`src/sv/hss_pkg.sv`:
```
`timescale 1ns / 1ps
// ----------------------------------------------------------------------------
// hss_pkg
// Shared types, register indexes, spot styles and tables of the halftone
// spot screen.
// ----------------------------------------------------------------------------
package hss_pkg;

    localparam int MAX_CELL = 32;
    localparam int PIPE_LATENCY = 12;

    localparam logic [1:0] REG_CELL_SIZE = 2'd0;
    localparam logic [1:0] REG_DOT_STYLE = 2'd1;
    localparam logic [1:0] REG_SMOOTHING = 2'd2;

    localparam logic [2:0] STYLE_ROUND     = 3'd0;
    localparam logic [2:0] STYLE_LINE      = 3'd1;
    localparam logic [2:0] STYLE_DIAMOND   = 3'd2;
    localparam logic [2:0] STYLE_EUCLIDEAN = 3'd3;
    localparam logic [2:0] STYLE_PS        = 3'd4;

    localparam logic [17:0] ONE_Q16      = 18'd65536;
    localparam logic [17:0] PS_INNER_Q16 = 18'd49152;
    localparam logic [17:0] PS_MID_Q16   = 18'd80609;
    localparam logic [15:0] PS_SLOPE_Q16 = 16'd49807;

    typedef struct packed {
        logic [4:0] cell_col;
        logic [4:0] cell_row;
        logic [7:0] luma;
    } t_pix_in;

    typedef struct packed {
        logic [7:0] grey_level;
        logic [7:0] spot_level;
    } t_pix_out;

    typedef struct packed {
        logic [5:0] cell_size;
        logic [2:0] dot_style;
        logic [7:0] smoothing;
    } t_cfg;

    typedef struct packed {
        logic        valid;
        logic [16:0] ax;
        logic [16:0] ay;
        logic [7:0]  luma;
    } t_norm;

    typedef struct packed {
        logic       valid;
        logic [7:0] spot;
        logic [7:0] luma;
    } t_spot;

    // Floor of 2^24 / n for the effective cell sizes.
    function automatic logic [24:0] cell_recip(input logic [5:0] n);
        logic [24:0] r;
        case (n)
            6'd1:  r = 25'd16777216;
            6'd2:  r = 25'd8388608;
            6'd3:  r = 25'd5592405;
            6'd4:  r = 25'd4194304;
            6'd5:  r = 25'd3355443;
            6'd6:  r = 25'd2796202;
            6'd7:  r = 25'd2396745;
            6'd8:  r = 25'd2097152;
            6'd9:  r = 25'd1864135;
            6'd10: r = 25'd1677721;
            6'd11: r = 25'd1525201;
            6'd12: r = 25'd1398101;
            6'd13: r = 25'd1290555;
            6'd14: r = 25'd1198372;
            6'd15: r = 25'd1118481;
            6'd16: r = 25'd1048576;
            6'd17: r = 25'd986895;
            6'd18: r = 25'd932067;
            6'd19: r = 25'd883011;
            6'd20: r = 25'd838860;
            6'd21: r = 25'd798915;
            6'd22: r = 25'd762600;
            6'd23: r = 25'd729444;
            6'd24: r = 25'd699050;
            6'd25: r = 25'd671088;
            6'd26: r = 25'd645277;
            6'd27: r = 25'd621378;
            6'd28: r = 25'd599186;
            6'd29: r = 25'd578524;
            6'd30: r = 25'd559240;
            6'd31: r = 25'd541200;
            6'd32: r = 25'd524288;
            default: r = 25'd16777216;
        endcase
        return r;
    endfunction

endpackage

```
`src/sv/hss_ramp.sv`:
```
`timescale 1ns / 1ps
// ----------------------------------------------------------------------------
// hss_ramp
// Thresholds the luminance against the spot level through the grey ramp,
// dividing by the ramp width two quotient bits per stage.
// ----------------------------------------------------------------------------
module hss_ramp (
    input  logic              i_clk,
    input  logic              i_rst_n,
    input  hss_pkg::t_spot    i_spot,
    input  logic [7:0]        i_smoothing,
    output logic              o_valid,
    output hss_pkg::t_pix_out o_pix
);

    typedef struct packed {
        logic        neg;
        logic        over;
        logic [7:0]  width;
        logic [7:0]  spot;
        logic [15:0] rem;
        logic [7:0]  quo;
    } t_div;

    logic [7:0] n_width;
    logic [8:0] n_diff;
    logic [4:0] r_dv;
    t_div       r_dp [5];
    t_div       n_dp [4];

    logic              r_out_valid;
    hss_pkg::t_pix_out r_out;

    always_comb begin
        n_width = (i_smoothing == 8'd0) ? 8'd1 : i_smoothing;
        n_diff  = {1'b0, i_spot.luma} - {1'b0, i_spot.spot};
    end

    always_ff @(posedge i_clk) begin
        if (!i_rst_n) begin
            r_dv[0] <= 1'b0;
        end else begin
            r_dv[0] <= i_spot.valid;
        end
        r_dp[0].neg   <= n_diff[8];
        r_dp[0].over  <= !n_diff[8] && (n_diff[7:0] > n_width);
        r_dp[0].width <= n_width;
        r_dp[0].spot  <= i_spot.spot;
        r_dp[0].rem   <= (16'(n_diff[7:0]) << 8) - 16'(n_diff[7:0]);
        r_dp[0].quo   <= 8'd0;
    end

    for (genvar k = 0; k < 4; k++) begin : g_div
        always_comb begin
            logic [15:0] cand;
            n_dp[k] = r_dp[k];
            for (int b = 1; b >= 0; b--) begin
                cand = 16'(r_dp[k].width) << (7 - 2 * k - (1 - b));
                if (n_dp[k].rem >= cand) begin
                    n_dp[k].rem = n_dp[k].rem - cand;
                    n_dp[k].quo[7 - 2 * k - (1 - b)] = 1'b1;
                end
            end
        end

        always_ff @(posedge i_clk) begin
            if (!i_rst_n) begin
                r_dv[k + 1] <= 1'b0;
            end else begin
                r_dv[k + 1] <= r_dv[k];
            end
            r_dp[k + 1] <= n_dp[k];
        end
    end

    always_ff @(posedge i_clk) begin
        if (!i_rst_n) begin
            r_out_valid <= 1'b0;
        end else begin
            r_out_valid <= r_dv[4];
        end
        r_out.spot_level <= r_dp[4].spot;
        if (r_dp[4].neg) begin
            r_out.grey_level <= 8'd0;
        end else if (r_dp[4].over) begin
            r_out.grey_level <= 8'd255;
        end else begin
            r_out.grey_level <= r_dp[4].quo;
        end
    end

    assign o_valid = r_out_valid;
    assign o_pix   = r_out;

endmodule

```
`config.mk`:
```
export PLATFORM = sky130hd
export DESIGN_NAME = hss_ramp
export DESIGN_NICKNAME = d
export VERILOG_FILES = /design/src/sv/hss_pkg.sv /design/src/sv/hss_ramp.sv
export SDC_FILE = /design/constraint.sdc
export NUM_CORES = 1
export LEC_CHECK = 0
export BUFFER_PORTS_ARGS = -buffer_cell sky130_fd_sc_hd__buf_4
export CAP_MARGIN = 40
export CELL_PAD_IN_SITES_DETAIL_PLACEMENT = 1
export CELL_PAD_IN_SITES_GLOBAL_PLACEMENT = 2
export CORE_MARGIN = 1.5
export CORE_UTILIZATION = 39
export DETAILED_ROUTE_END_ITERATION = 7
export PLACE_DENSITY_LB_ADDON = 0.2
export SETUP_SLACK_MARGIN = 0.05
export SYNTH_ARGS = -nofsm -noshare
export SYNTH_HDL_FRONTEND = slang
export SYNTH_SLANG_ARGS = --single-unit
```
`constraint.sdc`:
```
create_clock -name i_clk -period 5.9 [get_ports i_clk]
set_clock_uncertainty 0.15 [all_clocks]
set_input_delay 0.59 -clock i_clk [delete_from_list [all_inputs] [get_ports i_clk]]
set_output_delay 0.59 -clock i_clk [all_outputs]
set_load 0.05 [all_outputs]
```
After elaboration in Yosys (flattened, before gate mapping) --
Memory sizes are Yosys's and may differ from the RTL's. Cells that the tools add are included.
Storage, ports and cells: logic and storage cells 48, memory bits (writable) 210, bits in registers 22, output and inout port bits 17, memories 1, bits of input ports 27
Memory list:
- r_dp | depth 5, bits a word 42, read ports 5, clocked after Yosys merged registers in 0, write ports 5, line hss_ramp.sv:28 | t_div r_dp [5];
Operators by class: reduce and logical (&&, ||, !) cells 3, $lt $le $gt $ge 9, multiplexer cells 17, add/sub/neg operators 10
Operator list (number):
- $mux 16 | 7
- $sub 16x8->16 | 2
- $mux 17 | 1
- $ge 16x10->1 | 1
- $ge 16x11->1 | 1
- $ge 16x12->1 | 1
- $ge 16x13->1 | 1
- $ge 16x14->1 | 1
- $ge 16x15->1 | 1
- $ge 16x8->1 | 1
- $ge 16x9->1 | 1
- $mux 8 | 2
- $sub 16x10->16 | 1
- $sub 16x11->16 | 1
- $sub 16x12->16 | 1
- $sub 16x13->16 | 1
- $sub 16x14->16 | 1
- $sub 16x15->16 | 1
- $sub 16x9->16 | 1
- $sub 8x8->9 | 1
- $gt 8x8->1 | 1
- $logic_not 8->1 | 1
- $mux 1 | 7
- $logic_and 1x1->1 | 1
- $logic_not 1->1 | 1

Longest topological paths before layout --
depth after elaboration 4, depth in mapped cells 21, mapped depth without buffers 18

Least setup slack after synthesis --
Ideal clock, no wire load.
path type register to register, start memory r_dp[0][75] in the netlist's numbering, end memory r_dp[0][100] in the netlist's numbering, period minus slack after synthesis 4.817 ns, library setup time 0.121 ns, buffers on the path 3, arrival 4.546 ns, path slack 1.083 ns, stages on the path, launching flop included 20, cells stage by stage dfxtp_1 -> inv_1 -> ha_1 -> nor2b_1 -> o21ai_0 -> a311oi_1 -> or3b_2 -> buf_2 -> clkbuf_1 -> o21ai_0 -> fa_1 -> nor2b_1 -> o21ai_0 -> a21boi_0 -> o21ai_0 -> a21oi_1 -> or3b_2 -> nor4_2 -> buf_2 -> mux2_2
RTL lines (line):
- start: declaration | hss_ramp.sv:28

==> results.ini <==
[outcome]
status = completed

[clock_network]
htreeDepth = 4
cts_root_buf = clkbuf_16
cts_tree = done
clkTransAtPathRegs_ps = 90
cts_hold_buf = 0
cts_buffers = 17
cts_resized = 0
clk_latency_ps = 430
cts_sinks = 188
cts_setup_buffers = 0
clock_path_buffers = 2

[global_route]
grt_pass1_vias = 6591
grt_overflow = 0
antenna_found_initial = 1
grt_util_all_layers_pct = 17.8
grt_pass1_wl_um = 33100
grt_max_degree = 23

[final_layout]
antenna_cells = 0
fin_cells = 1249
seqCellArea_sq_um = 3760
fillers = 2475
nets = 1073
drive_gt1_share_pct = 11.4
multiInputGateArea_sq_um = 4480
syn2layout_area_growth_pct = 14.6

[timing]
rsz0062_at_grt = no
hold_viol = 0
drv_slew = 0
setup-tns-final_ps = 0
slew_headroom_pct = 47.9
fmax_ghz = 0.194
fin_crit_sh_pct = 87.3
timing.final.ws_setup_ps = 749
worstMarginPinSlew_ps = 759
min_period_ps = 5150
setup_violations = 0

[worst_setup_path]
reg2reg_from = r_dp[0][75]
max_stage_delay_ps = 650
reg2reg_slack_ps = 750
end_kind = flip-flop
crit_arrival_ps = 5310
cp_slowest_cell = or3b_2
r2r-end = r_dp[0][100]
cpMostUsedCell = o21ai_0
worstPathCellList = inv_1 > ha_1 > nor2b_1 > o21ai_0 > a311oi_1 > or3b_2 > mux2_2 > ha_1 > nor2b_1 > o21ai_0 > a21boi_0 > o21ai_0 > a21oi_1 > or3b_2 > nor4_2 > buf_4 > mux2_2
cp_max_fo = 16
critPathKind = reg2reg
reg2regPathDepth = 17
worstPathRequired_ps = 6060
startpoint_type = flip-flop

[power]
vdd.ir_drop.worst_mv = 0.221
swShare_pct = 41.0
p_sw_mw = 2.45
clkPwrFrac_pct = 19.7
power.total_mw = 5.97
comb_power_share_pct = 51.1
p_per_area_nw_per_um2 = 602
p_int_mw = 3.52
seq_power_share_pct = 29.2
p_leak_nw = 4.42

[routing]
antenna_left = 0
vias = 6315
via_per_inst = 5.06
drt_iter0_drc = 272
wirelength_um = 19800
firstDrtPassIters = 4
wl_per_cell_um = 15.8
drc = 0

[placement]
dpl.cell_count = 1217
dp_slack_ps = 775
globalplace.congestion = 0.805
port_buffers = 43
dp_hpwl_um = 15800

[synthesis]
synth_area_sq_um = 8650
synth-seq-cells = 188
synthArstFlopShare_pct = 0
synth_top_area_share_pct = 43.5
synth_edf_count = 0
yosysMostFrequentCell = dfxtp_1
syn-num-nets = 1024
synth_top_cells_by_area = dfxtp_1 (43%), ha_1 (12%), inv_1 (3.8%), a21oi_1 (3.4%), nor2_1 (3.1%)
synthCells = 907
syn_avg_cell_area_sq_um = 9.54
ys_seq_area_share_pct = 43.5
synth-main-ff-cell = dfxtp_1
yosysTopAreaCell = dfxtp_1
synth.distinct_cells = 67
yosys_warnings = 0
yosys-top-cells-count = dfxtp_1 (188), inv_1 (88), ha_1 (82)

[min_path]
min_path_type = in2reg
whs_path_depth = 1
hold-path-endpoint = r_dp[0][27]
worstHoldStart = i_spot[11]

[floorplan]
row_count = 54
die_area_sq_um = 23100
initial_core_util_pct = 39.7
die-width_um = 152
ios = 44
die_y_um = 152
fp.coreArea_sq_um = 21800

[flow_run]
cap_violations = 0

==> cells by family (layout without fill, tap and decap cells) <==
logic type	after synthesis	after routing	share of synthesized area [%]
AOI/OAI and AO/OA	208	208	15.3
xor gates and xnor gates	48	48	4.86
adders and majority gates	90	90	13.7
buffers and inverters	107	169	4.77
DFF	188	188	43.5
muxes	33	33	4.16
and+or+nand+nor	233	233	13.7
==> sequential cells by signal (all words and copies together), names as in the netlist <==
register  count
o_valid       1
r_dv          5
r_dp        166
o_pix        16
==> routing by layer <==
metal | up-vias | global-route usage [%] | wire length (um)
met4 | 0 | 5.36 | 365
met1 | 2962 | 22.4 | 9230
met2 | 84 | 30.9 | 9630
met3 | 21 | 3.48 | 527
met5 | - | 0 | 0
li1 | 3248 | - | -
==> worst max-delay path, delay by kind of cell (launching register included) <==
family / cells / cell delay [ps]
DFF: 1 / 390
muxes: 2 / 690
buffers and inverters: 2 / 340
AOI/OAI and AO/OA: 6 / 1130
and+or+nand+nor: 5 / 1680
adders and majority gates: 2 / 640
==> how the worst max path moves through the flow <==
stage | startpoint | end | slack, ps | depth (start not counted)
after floorplan | r_dp[0][75] | r_dp[0][100] | 1080 | 19
after global placement | r_dp[0][75] | r_dp[0][98] | 830 | 17
after detailed placement | r_dp[0][75] | r_dp[0][100] | 780 | 17
after CTS | r_dp[0][75] | r_dp[0][100] | 720 | 17
after global routing | r_dp[0][75] | r_dp[0][100] | 280 | 17
final | r_dp[0][75] | r_dp[0][100] | 750 | 17
==> cell usage in the layout (no fill, tap or decap), types with 17 or more instances in the layout <==
| master | netlist | layout |
|---|---|---|
| clkbuf_16 | 0 | 17 |
| a21oi_1 | 59 | 59 |
| a21o_1 | 19 | 19 |
| inv_1 | 88 | 88 |
| xor2_1 | 18 | 18 |
| mux2_2 | 18 | 18 |
| nor2_1 | 71 | 71 |
| o21ai_0 | 53 | 53 |
| buf_4 | 0 | 48 |
| ha_1 | 82 | 82 |
| nand2_1 | 52 | 52 |
| dfxtp_1 | 188 | 188 |
| xnor2_1 | 30 | 30 |
==> power by group through the flow <==
stage,clock (mW),sequential [mW],combinational [mW]
2_1_floorplan,0,1.76,2.37
4_1_cts,1.22,1.75,3.09
6_report,1.18,1.74,3.05
5_1_grt,1.27,1.78,3.47
3_3_place_gp,0,1.78,3.02
3_5_place_dp,0,1.78,3.05
==> final cells by class <==
class                           instances  area share, %
Multi-Input combinational cell        612           45.1
Sequential cell                       188           38.0
Inverter                               89           3.37
Clock buffer                           17           4.29
Tap cell                              280           3.53
Timing Repair Buffer                   48           3.63
Clock inverter                         15           2.08
==> per-stage QoR <==
| stage | hold WS (ps) | utilization (%) | cell area (sq um) |
|---|---|---|---|
| after floorplan | 160 | - | 8650 |
| after detailed placement | 163 | 42.5 | 9290 |
| after global routing | 85.0 | 45.4 | 9920 |
| final | 114 | 45.4 | 9920 |
| after global placement | 160 | 42.5 | 9290 |
| after CTS | 94.9 | 45.4 | 9920 |
(Power assumes the default switching activity.)
